File: src/hdl/tmd_pkg.sv
// ----------------------------------------------------------------------------
// tmd_pkg
// shared types and key codes for the teleop motor drive
// ----------------------------------------------------------------------------
package tmd_pkg;

  // input word kinds
  localparam logic OP_KEY  = 1'b0;
  localparam logic OP_TICK = 1'b1;

  // key bytes
  localparam logic [7:0] KEY_ESC     = 8'h1b;
  localparam logic [7:0] KEY_SPACE   = 8'h20;
  localparam logic [7:0] KEY_PLUS    = 8'h2b;
  localparam logic [7:0] KEY_MINUS   = 8'h2d;
  localparam logic [7:0] KEY_EQUAL   = 8'h3d;
  localparam logic [7:0] KEY_UNDER   = 8'h5f;
  localparam logic [7:0] KEY_UPPER_A = 8'h41;
  localparam logic [7:0] KEY_UPPER_Z = 8'h5a;
  localparam logic [7:0] CASE_OFFSET = 8'h20;
  localparam logic [7:0] KEY_W       = 8'h77;
  localparam logic [7:0] KEY_S       = 8'h73;
  localparam logic [7:0] KEY_A       = 8'h61;
  localparam logic [7:0] KEY_D       = 8'h64;
  localparam logic [7:0] KEY_Q       = 8'h71;
  localparam logic [7:0] KEY_E       = 8'h65;
  localparam logic [7:0] KEY_X       = 8'h78;

  // side commands
  localparam logic signed [1:0] CMD_STOP = 2'sb00;
  localparam logic signed [1:0] CMD_FWD  = 2'sb01;
  localparam logic signed [1:0] CMD_REV  = 2'sb11;

  // register indexes
  localparam logic [7:0] REG_HOLD_TIMEOUT = 8'd0;
  localparam logic [7:0] REG_SPEED_STEP   = 8'd1;
  localparam logic [7:0] REG_SPEED_START  = 8'd2;

  // reset values of the registers, and the speed and idle limits
  localparam logic [15:0] HOLD_TIMEOUT_RST = 16'd120;
  localparam logic [7:0]  SPEED_STEP_RST   = 8'd10;
  localparam logic [7:0]  SPEED_START_RST  = 8'd255;
  localparam logic [7:0]  SPEED_MAX        = 8'd255;
  localparam logic [15:0] IDLE_MAX         = 16'hffff;

  typedef struct packed {
    logic        valid;
    logic [7:0]  index;
    logic [15:0] data;
  } cfg_wr_t;

  typedef struct packed {
    logic signed [1:0] left_dir;
    logic signed [1:0] right_dir;
    logic [7:0]        speed;
    logic              auto_stopped;
    logic              halted;
  } tmd_state_t;

  typedef struct packed {
    logic              left_pin_a;
    logic              left_pin_b;
    logic [10:0]       left_duty;
    logic              right_pin_a;
    logic              right_pin_b;
    logic [10:0]       right_duty;
    logic signed [1:0] left_command;
    logic signed [1:0] right_command;
    logic [7:0]        speed_level;
    logic              auto_stopped;
    logic              halted;
  } tmd_out_t;

endpackage

File: src/hdl/tmd_core.sv
// ----------------------------------------------------------------------------
// tmd_core
// key decode, speed and idle tracking, dead-man timeout, config registers
// ----------------------------------------------------------------------------
module tmd_core
  import tmd_pkg::*;
(
  input  logic       clk,
  input  logic       rst,
  input  cfg_wr_t    cfg,
  input  logic       in_valid,
  output logic       in_ready,
  input  logic       in_op,
  input  logic [7:0] in_key,
  output logic       res_valid,
  input  logic       res_ready,
  output tmd_state_t res
);

  logic [15:0]       hold_timeout;
  logic [7:0]        speed_step;
  logic [7:0]        speed_start;

  logic [7:0]        speed_reg;
  logic signed [1:0] left_dir_reg;
  logic signed [1:0] right_dir_reg;
  logic [15:0]       idle_count;
  logic              halt_flag;

  logic [7:0]        speed_next;
  logic signed [1:0] left_dir_next;
  logic signed [1:0] right_dir_next;
  logic [15:0]       idle_next;
  logic              halt_next;
  logic              autostop;
  logic [7:0]        key_fold;
  logic [8:0]        speed_sum;
  logic              accept;

  assign in_ready = !res_valid || res_ready;
  assign accept   = in_valid && in_ready;

  always_comb begin
    key_fold       = in_key;
    speed_sum      = {1'b0, speed_reg} + {1'b0, speed_step};
    speed_next     = speed_reg;
    left_dir_next  = left_dir_reg;
    right_dir_next = right_dir_reg;
    idle_next      = idle_count;
    halt_next      = halt_flag;
    autostop       = 1'b0;
    if (in_key >= KEY_UPPER_A && in_key <= KEY_UPPER_Z) begin
      key_fold = in_key + CASE_OFFSET;
    end
    if (!halt_flag) begin
      if (in_op == OP_TICK) begin
        if (idle_count != IDLE_MAX) begin
          idle_next = idle_count + 16'd1;
        end
      end else begin
        case (key_fold)
          KEY_ESC: begin
            left_dir_next  = CMD_STOP;
            right_dir_next = CMD_STOP;
            halt_next      = 1'b1;
          end
          KEY_W, KEY_S, KEY_A, KEY_D, KEY_Q, KEY_E: begin
            speed_next = speed_start;
            idle_next  = '0;
            case (key_fold)
              KEY_W: begin
                left_dir_next  = CMD_FWD;
                right_dir_next = CMD_FWD;
              end
              KEY_S: begin
                left_dir_next  = CMD_REV;
                right_dir_next = CMD_REV;
              end
              KEY_A: begin
                left_dir_next  = CMD_REV;
                right_dir_next = CMD_FWD;
              end
              KEY_D: begin
                left_dir_next  = CMD_FWD;
                right_dir_next = CMD_REV;
              end
              KEY_Q: begin
                left_dir_next  = CMD_STOP;
                right_dir_next = CMD_FWD;
              end
              default: begin
                left_dir_next  = CMD_FWD;
                right_dir_next = CMD_STOP;
              end
            endcase
          end
          KEY_X, KEY_SPACE: begin
            left_dir_next  = CMD_STOP;
            right_dir_next = CMD_STOP;
          end
          KEY_PLUS, KEY_EQUAL: begin
            speed_next = speed_sum[8] ? SPEED_MAX : speed_sum[7:0];
          end
          KEY_MINUS, KEY_UNDER: begin
            speed_next = (speed_reg > speed_step) ? speed_reg - speed_step : 8'd0;
          end
          default: begin
          end
        endcase
      end
      // dead-man check after every word while not halted
      if (!halt_next && (left_dir_next != CMD_STOP || right_dir_next != CMD_STOP) &&
          idle_next > hold_timeout) begin
        left_dir_next  = CMD_STOP;
        right_dir_next = CMD_STOP;
        autostop       = 1'b1;
      end
    end
  end

  always_ff @(posedge clk) begin
    if (rst) begin
      hold_timeout  <= HOLD_TIMEOUT_RST;
      speed_step    <= SPEED_STEP_RST;
      speed_start   <= SPEED_START_RST;
      speed_reg     <= SPEED_START_RST;
      left_dir_reg  <= CMD_STOP;
      right_dir_reg <= CMD_STOP;
      idle_count    <= '0;
      halt_flag     <= 1'b0;
      res_valid     <= 1'b0;
    end else begin
      if (cfg.valid) begin
        case (cfg.index)
          REG_HOLD_TIMEOUT: hold_timeout <= cfg.data;
          REG_SPEED_STEP:   speed_step   <= cfg.data[7:0];
          REG_SPEED_START:  speed_start  <= cfg.data[7:0];
          default: begin
          end
        endcase
      end
      if (accept) begin
        speed_reg     <= speed_next;
        left_dir_reg  <= left_dir_next;
        right_dir_reg <= right_dir_next;
        idle_count    <= idle_next;
        halt_flag     <= halt_next;
        res_valid     <= 1'b1;
      end else if (res_ready) begin
        res_valid <= 1'b0;
      end
    end
  end

  always_ff @(posedge clk) begin
    if (accept) begin
      res.left_dir     <= left_dir_next;
      res.right_dir    <= right_dir_next;
      res.speed        <= speed_next;
      res.auto_stopped <= autostop;
      res.halted       <= halt_next;
    end
  end

endmodule

File: src/hdl/tmd_drive.sv
// ----------------------------------------------------------------------------
// tmd_drive
// h-bridge pin mapping and pwm duty lookup, output register
// ----------------------------------------------------------------------------
module tmd_drive
  import tmd_pkg::*;
#(
  parameter int DUTY_RANGE = 1024
) (
  input  logic       clk,
  input  logic       rst,
  input  logic       res_valid,
  output logic       res_ready,
  input  tmd_state_t res,
  output logic       out_valid,
  input  logic       out_ready,
  output tmd_out_t   out
);

  logic [10:0] duty_lut [256];
  logic [10:0] duty;
  logic        accept;

  // speed*DUTY_RANGE/255, kept to the 11-bit field
  for (genvar i = 0; i < 256; i++) begin : g_lut
    assign duty_lut[i] = 11'((i * DUTY_RANGE) / 255);
  end

  assign duty      = duty_lut[res.speed];
  assign res_ready = !out_valid || out_ready;
  assign accept    = res_valid && res_ready;

  always_ff @(posedge clk) begin
    if (rst) begin
      out_valid <= 1'b0;
    end else if (accept) begin
      out_valid <= 1'b1;
    end else if (out_ready) begin
      out_valid <= 1'b0;
    end
  end

  always_ff @(posedge clk) begin
    if (accept) begin
      out.left_pin_a    <= (res.left_dir == CMD_REV);
      out.left_pin_b    <= (res.left_dir == CMD_FWD);
      out.left_duty     <= (res.left_dir == CMD_STOP) ? 11'd0 : duty;
      out.right_pin_a   <= (res.right_dir == CMD_REV);
      out.right_pin_b   <= (res.right_dir == CMD_FWD);
      out.right_duty    <= (res.right_dir == CMD_STOP) ? 11'd0 : duty;
      out.left_command  <= res.left_dir;
      out.right_command <= res.right_dir;
      out.speed_level   <= res.speed;
      out.auto_stopped  <= res.auto_stopped;
      out.halted        <= res.halted;
    end
  end

endmodule

File: src/hdl/teleop_motor_drive_with_deadman.sv
// ----------------------------------------------------------------------------
// teleop_motor_drive_with_deadman
// keyboard teleop for a two-motor h-bridge drive with an idle auto stop
// ----------------------------------------------------------------------------
// Each input word is a key byte (tuser 0) or a one-millisecond tick (tuser 1)
// and produces exactly one output word with the bridge pins, pwm duty,
// commands, speed and status. Keys w s a d q e (either case) set the side
// commands, restore the speed to speed_start and clear the idle count; x and
// space stop; + = and - _ step the speed with saturation; ESC stops and halts
// until reset. Ticks count idle time, and a moving drive whose idle count
// passes hold_timeout is stopped with auto_stopped set in that word. The path
// from input handshake to output valid has two registers: one for the key
// decode and state update, one for the pin mapping and the duty lookup
// (a constant 256-entry table of speed*DUTY_RANGE/255). One word is taken
// every cycle unless the output stalls; both stages keep moving while it is
// stalled as long as a stage ahead has room. Registers are written through
// the cfg port at any time, but only while no word is in flight do they take
// a clean effect; cfg_ready is always high and unknown indexes are dropped.
module teleop_motor_drive_with_deadman
  import tmd_pkg::*;
#(
  parameter int DUTY_RANGE = 1024
) (
  input  logic        clk,
  input  logic        rst,
  input  logic        s_axis_tvalid,
  output logic        s_axis_tready,
  input  logic [7:0]  s_axis_tdata,   // [7:0] key_code
  input  logic        s_axis_tuser,   // [0] operation
  output logic        m_axis_tvalid,
  input  logic        m_axis_tready,
  // [0] left_pin_a, [1] left_pin_b, [12:2] left_duty, [13] right_pin_a,
  // [14] right_pin_b, [25:15] right_duty, [27:26] left_command,
  // [29:28] right_command, [37:30] speed_level, [38] auto_stopped, [39] halted
  output logic [39:0] m_axis_tdata,
  input  logic        cfg_valid,
  output logic        cfg_ready,
  input  logic [7:0]  cfg_index,
  input  logic [15:0] cfg_data
);

  cfg_wr_t    cfg;
  tmd_state_t state_word;
  logic       state_valid;
  logic       state_ready;
  tmd_out_t   out_word;

  // config writes never back-pressure
  assign cfg_ready = 1'b1;
  assign cfg.valid = cfg_valid;
  assign cfg.index = cfg_index;
  assign cfg.data  = cfg_data;

  // stage one: decode and state
  tmd_core u_core (
    .clk       (clk),
    .rst       (rst),
    .cfg       (cfg),
    .in_valid  (s_axis_tvalid),
    .in_ready  (s_axis_tready),
    .in_op     (s_axis_tuser),
    .in_key    (s_axis_tdata),
    .res_valid (state_valid),
    .res_ready (state_ready),
    .res       (state_word)
  );

  // stage two: bridge pins and duty
  tmd_drive #(
    .DUTY_RANGE (DUTY_RANGE)
  ) u_drive (
    .clk       (clk),
    .rst       (rst),
    .res_valid (state_valid),
    .res_ready (state_ready),
    .res       (state_word),
    .out_valid (m_axis_tvalid),
    .out_ready (m_axis_tready),
    .out       (out_word)
  );

  // pack output word, first field lowest
  assign m_axis_tdata = {out_word.halted, out_word.auto_stopped, out_word.speed_level,
                         out_word.right_command, out_word.left_command,
                         out_word.right_duty, out_word.right_pin_b, out_word.right_pin_a,
                         out_word.left_duty, out_word.left_pin_b, out_word.left_pin_a};

endmodule

File: config.mk
export PLATFORM = sky130hd
export DESIGN_NAME = teleop_motor_drive_with_deadman
export DESIGN_NICKNAME = d
export VERILOG_FILES = /design/src/hdl/tmd_pkg.sv /design/src/hdl/tmd_core.sv /design/src/hdl/tmd_drive.sv /design/src/hdl/teleop_motor_drive_with_deadman.sv
export SDC_FILE = /design/constraint.sdc
export NUM_CORES = 1
export LEC_CHECK = 0
export BUFFER_PORTS_ARGS = -buffer_cell sky130_fd_sc_hd__buf_2
export CAP_MARGIN = 20
export CORE_UTILIZATION = 53
export DETAILED_ROUTE_END_ITERATION = 16
export PLACE_DENSITY = 0.79
export SYNTH_ARGS = -nofsm -noshare
export SYNTH_HDL_FRONTEND = slang
export SYNTH_HIERARCHICAL = 1
export SYNTH_SLANG_ARGS = --single-unit
File: constraint.sdc
create_clock -name clk -period 4.7 [get_ports clk]
set_clock_uncertainty 0.1 [all_clocks]
set_input_delay 1.41 -clock clk [delete_from_list [all_inputs] [get_ports clk]]
set_output_delay 1.41 -clock clk [all_outputs]
set_load 0.01 [all_outputs]
==> results.py <==
metrics = {
    "status": {
        "status": "finished, final reports clean",
    },
    "layout": {
        "mostFrequentLayoutCells": "79 x buf_2, 73 x a21oi_1, 63 x dfxtp_1",
        "largest_reg_flops": 36,
        "largest_register": "u_drive/out",
        "final-instance-count-excl-fill": 1003,
        "fillCellCount": 943,
        "antennaDiodeCount": 0,
        "finalNetCount": 896,
        "reg_top3": "u_drive/out (36), u_core/hold_timeout (16), u_core/idle_count (16)",
        "final_common_cell": "buf_2",
        "final_area_sq_mm": 0.00801,
        "areaGrowthSynthToFinish_pct": 21.2,
        "drive_gt1_frac": 0.226,
    },
    "setup_path": {
        "r2r_cells": 14,
        "startpoint_type": "input port",
        "cp_max_fo": 8,
        "critical_path_arrival_ns": 4.73,
        "required_ns": 4.75,
        "endpoint_kind": "register",
        "critical_path_class": "input port to register",
    },
    "logic_synthesis": {
        "yosys_warnings": 6,
        "synthCells": 730,
        "ys.flop_type": "dfxtp_1",
        "synth_cell_types": 75,
        "ys_ff_latch": 113,
        "synth_top_area_share": 0.227,
        "syn_nets": 804,
        "synth-edff-count": 50,
        "netlist_area_sq_mm": 0.00661,
        "async_flop_share": 0,
        "yosys-top-cells-area": "edfxtp_1 23%, dfxtp_1 19%, ha_1 6.4%",
        "synth_top_area_cell": "edfxtp_1",
        "syn_avg_cell_area_sq_um": 9.06,
        "ys_seq_area_frac": 0.418,
    },
    "clocking": {
        "root_buffer": "clkbuf_16",
        "cts.sinks": 113,
        "hold_buffers": 0,
        "insertion_delay_ns": 0.41,
        "cts.path.max_buffers": 2,
        "numCtsBuffers": 17,
        "cts_tree": "built",
        "cts.htree.levels": 4,
        "clkTransAtPathRegs_ns": 0.06,
    },
    "floorplan": {
        "io_pins": 81,
        "rows": 40,
        "start_util": 0.548,
        "die_height_um": 114,
        "dieWidth_um": 114,
        "die_area_sq_mm": 0.0129,
        "core_area_sq_mm": 0.0121,
    },
    "drt": {
        "vias_per_cell": 5.89,
        "drt_iter0_drc": 571,
        "ant_nets": 0,
        "vias": 5907,
        "drcViolationCount": 0,
        "routed_wl_mm": 16.3,
        "dr.pass1.iters": 5,
        "wire_per_inst_um": 16.2,
    },
    "power_and_ir_drop": {
        "powerDensity_mw_per_mm2": 327,
        "p_leak_nw": 3.22,
        "ir_worst_vdd_uv": 239,
        "finalPower_w": 0.00262,
    },
    "global_route": {
        "grt_pass1_wl_mm": 25.9,
        "grt_max_degree": 55,
        "track_usage": 0.256,
        "grt_pass1_vias": 5503,
        "antenna_found_initial": 0,
        "grt_overflow": 0,
    },
    "flow_run": {
        "max-cap-violations": 0,
    },
    "placed_design": {
        "gp_congestion": 0.902,
        "placed_cell_area_sq_mm": 0.00729,
        "numPlacedInstances": 969,
        "dp_hpwl_mm": 11.4,
        "port_buffers": 79,
        "pre_cts_ws_ns": -0.287,
    },
    "sta": {
        "max_freq_mhz": 214,
        "whs_ns": 0.323,
        "finalSetupViolCount": 0,
        "slew_headroom": 0.443,
        "finalMaxSlewViolations": 0,
        "setup_ws_ns": 0.0208,
        "timing.final.crit_share": 0.996,
        "tightest_slew_ns": 0.835,
        "hold_viol": 0,
        "grt_setup_unrepaired": "true",
        "period_minus_slack_ns": 4.68,
    },
    "hold_path": {
        "hold_path_class": "register to register",
        "holdPathStages": 0,
    },
}
[worst paths after layout]
path | from | endpoint | slack [ns]
max | s_axis_tdata[5] | u_core/res[10] | 0.02
min | u_core/res[1] | u_drive/out[1] | 0.32
max reg2reg | u_core/idle_count[11] | u_core/res[10] | 0.35
min reg2reg | u_core/res[1] | u_drive/out[1] | 0.32
[metal layers]
layer	GRT usage	routed length (um)	share of wire
met5	0	0	0
met4	0.113	380	0.023
met3	0.0584	1100	0.068
met2	0.428	7910	0.49
met1	0.317	6890	0.42
[logic make-up after synthesis]
logic type / after synthesis / share of synthesized area
buffers and inverters: 95 / 0.0645
other: 1 / 0.000567
multiplexers: 10 / 0.0157
flip-flops: 113 / 0.418
AND/OR/NAND/NOR: 253 / 0.196
AO/OA/AOI/OAI: 209 / 0.218
adder cells (fa/ha/maj): 36 / 0.0704
XOR/XNOR: 13 / 0.0172
[area by class of cell]
| class | instances | area [sq um] | area share |
|---|---|---|---|
| timing repair buffer | 117 | 693 | 0.0865 |
| multi-input combinational | 522 | 3550 | 0.443 |
| clock buffer | 19 | 443 | 0.0553 |
| inverter | 51 | 191 | 0.0239 |
| clock inverter | 13 | 161 | 0.0201 |
| sequential | 113 | 2760 | 0.345 |
| tap | 168 | 210 | 0.0262 |
[metrics by stage]
| stage | setup TNS (ns) | util |
|---|---|---|
| 5_1_grt | -0.124 | 0.664 |
| 4_1_cts | 0 | 0.655 |
| 3_3_place_gp | -0.496 | 0.604 |
| 2_1_floorplan | 0 | - |
| 6_report | 0 | 0.664 |
| 3_5_place_dp | -2.27 | 0.604 |
[worst max-delay path, stage by stage]
cell and delay, ns:
buf_2 0.13, ha_4 0.24, nor2b_4 0.14, buf_4 0.13, o21a_1 0.17, a21bo_2 0.22, o21a_4 0.24, buf_4 0.14
or2_2 0.29, ha_1 0.17, and4b_1 0.27, a2111oi_2 0.06, or3_1 0.32, o211ai_1 0.22, nand2_2 0.15, a211oi_4 0.35
a21oi_1 0.08
[synth_stat cells, types with 7 or more instances]
cell type / n
inv_1: 51
nand2_1: 57
nor3_1: 19
and2_1: 8
clkbuf_1: 23
buf_4: 10
nand2b_1: 19
a211oi_1: 8
or3_1: 10
a211o_1: 14
o21ai_0: 30
mux2i_1: 7
a2bb2oi_1: 7
nor2_1: 63
buf_2: 8
a21o_1: 8
xnor2_1: 9
dfxtp_1: 63
and3_1: 14
nand3_1: 20
a21oi_1: 78
edfxtp_1: 50
a221oi_1: 8
ha_1: 34
[power breakdown]
group	internal (W)	switching [W]	total (W)
combinational	0.0000983	0.000140	0.000238
sequential	0.00106	0.0000209	0.00108
clock	0.000847	0.000459	0.00131
[timing repair]
action / in CTS / in global routing
pin swaps: 0 / 7
buffers inserted: 0 / 2
resized for setup: 2 / 15
setup endpoints to repair: 2 / 5
No activity file was read; power rests on OpenSTA's default activity.
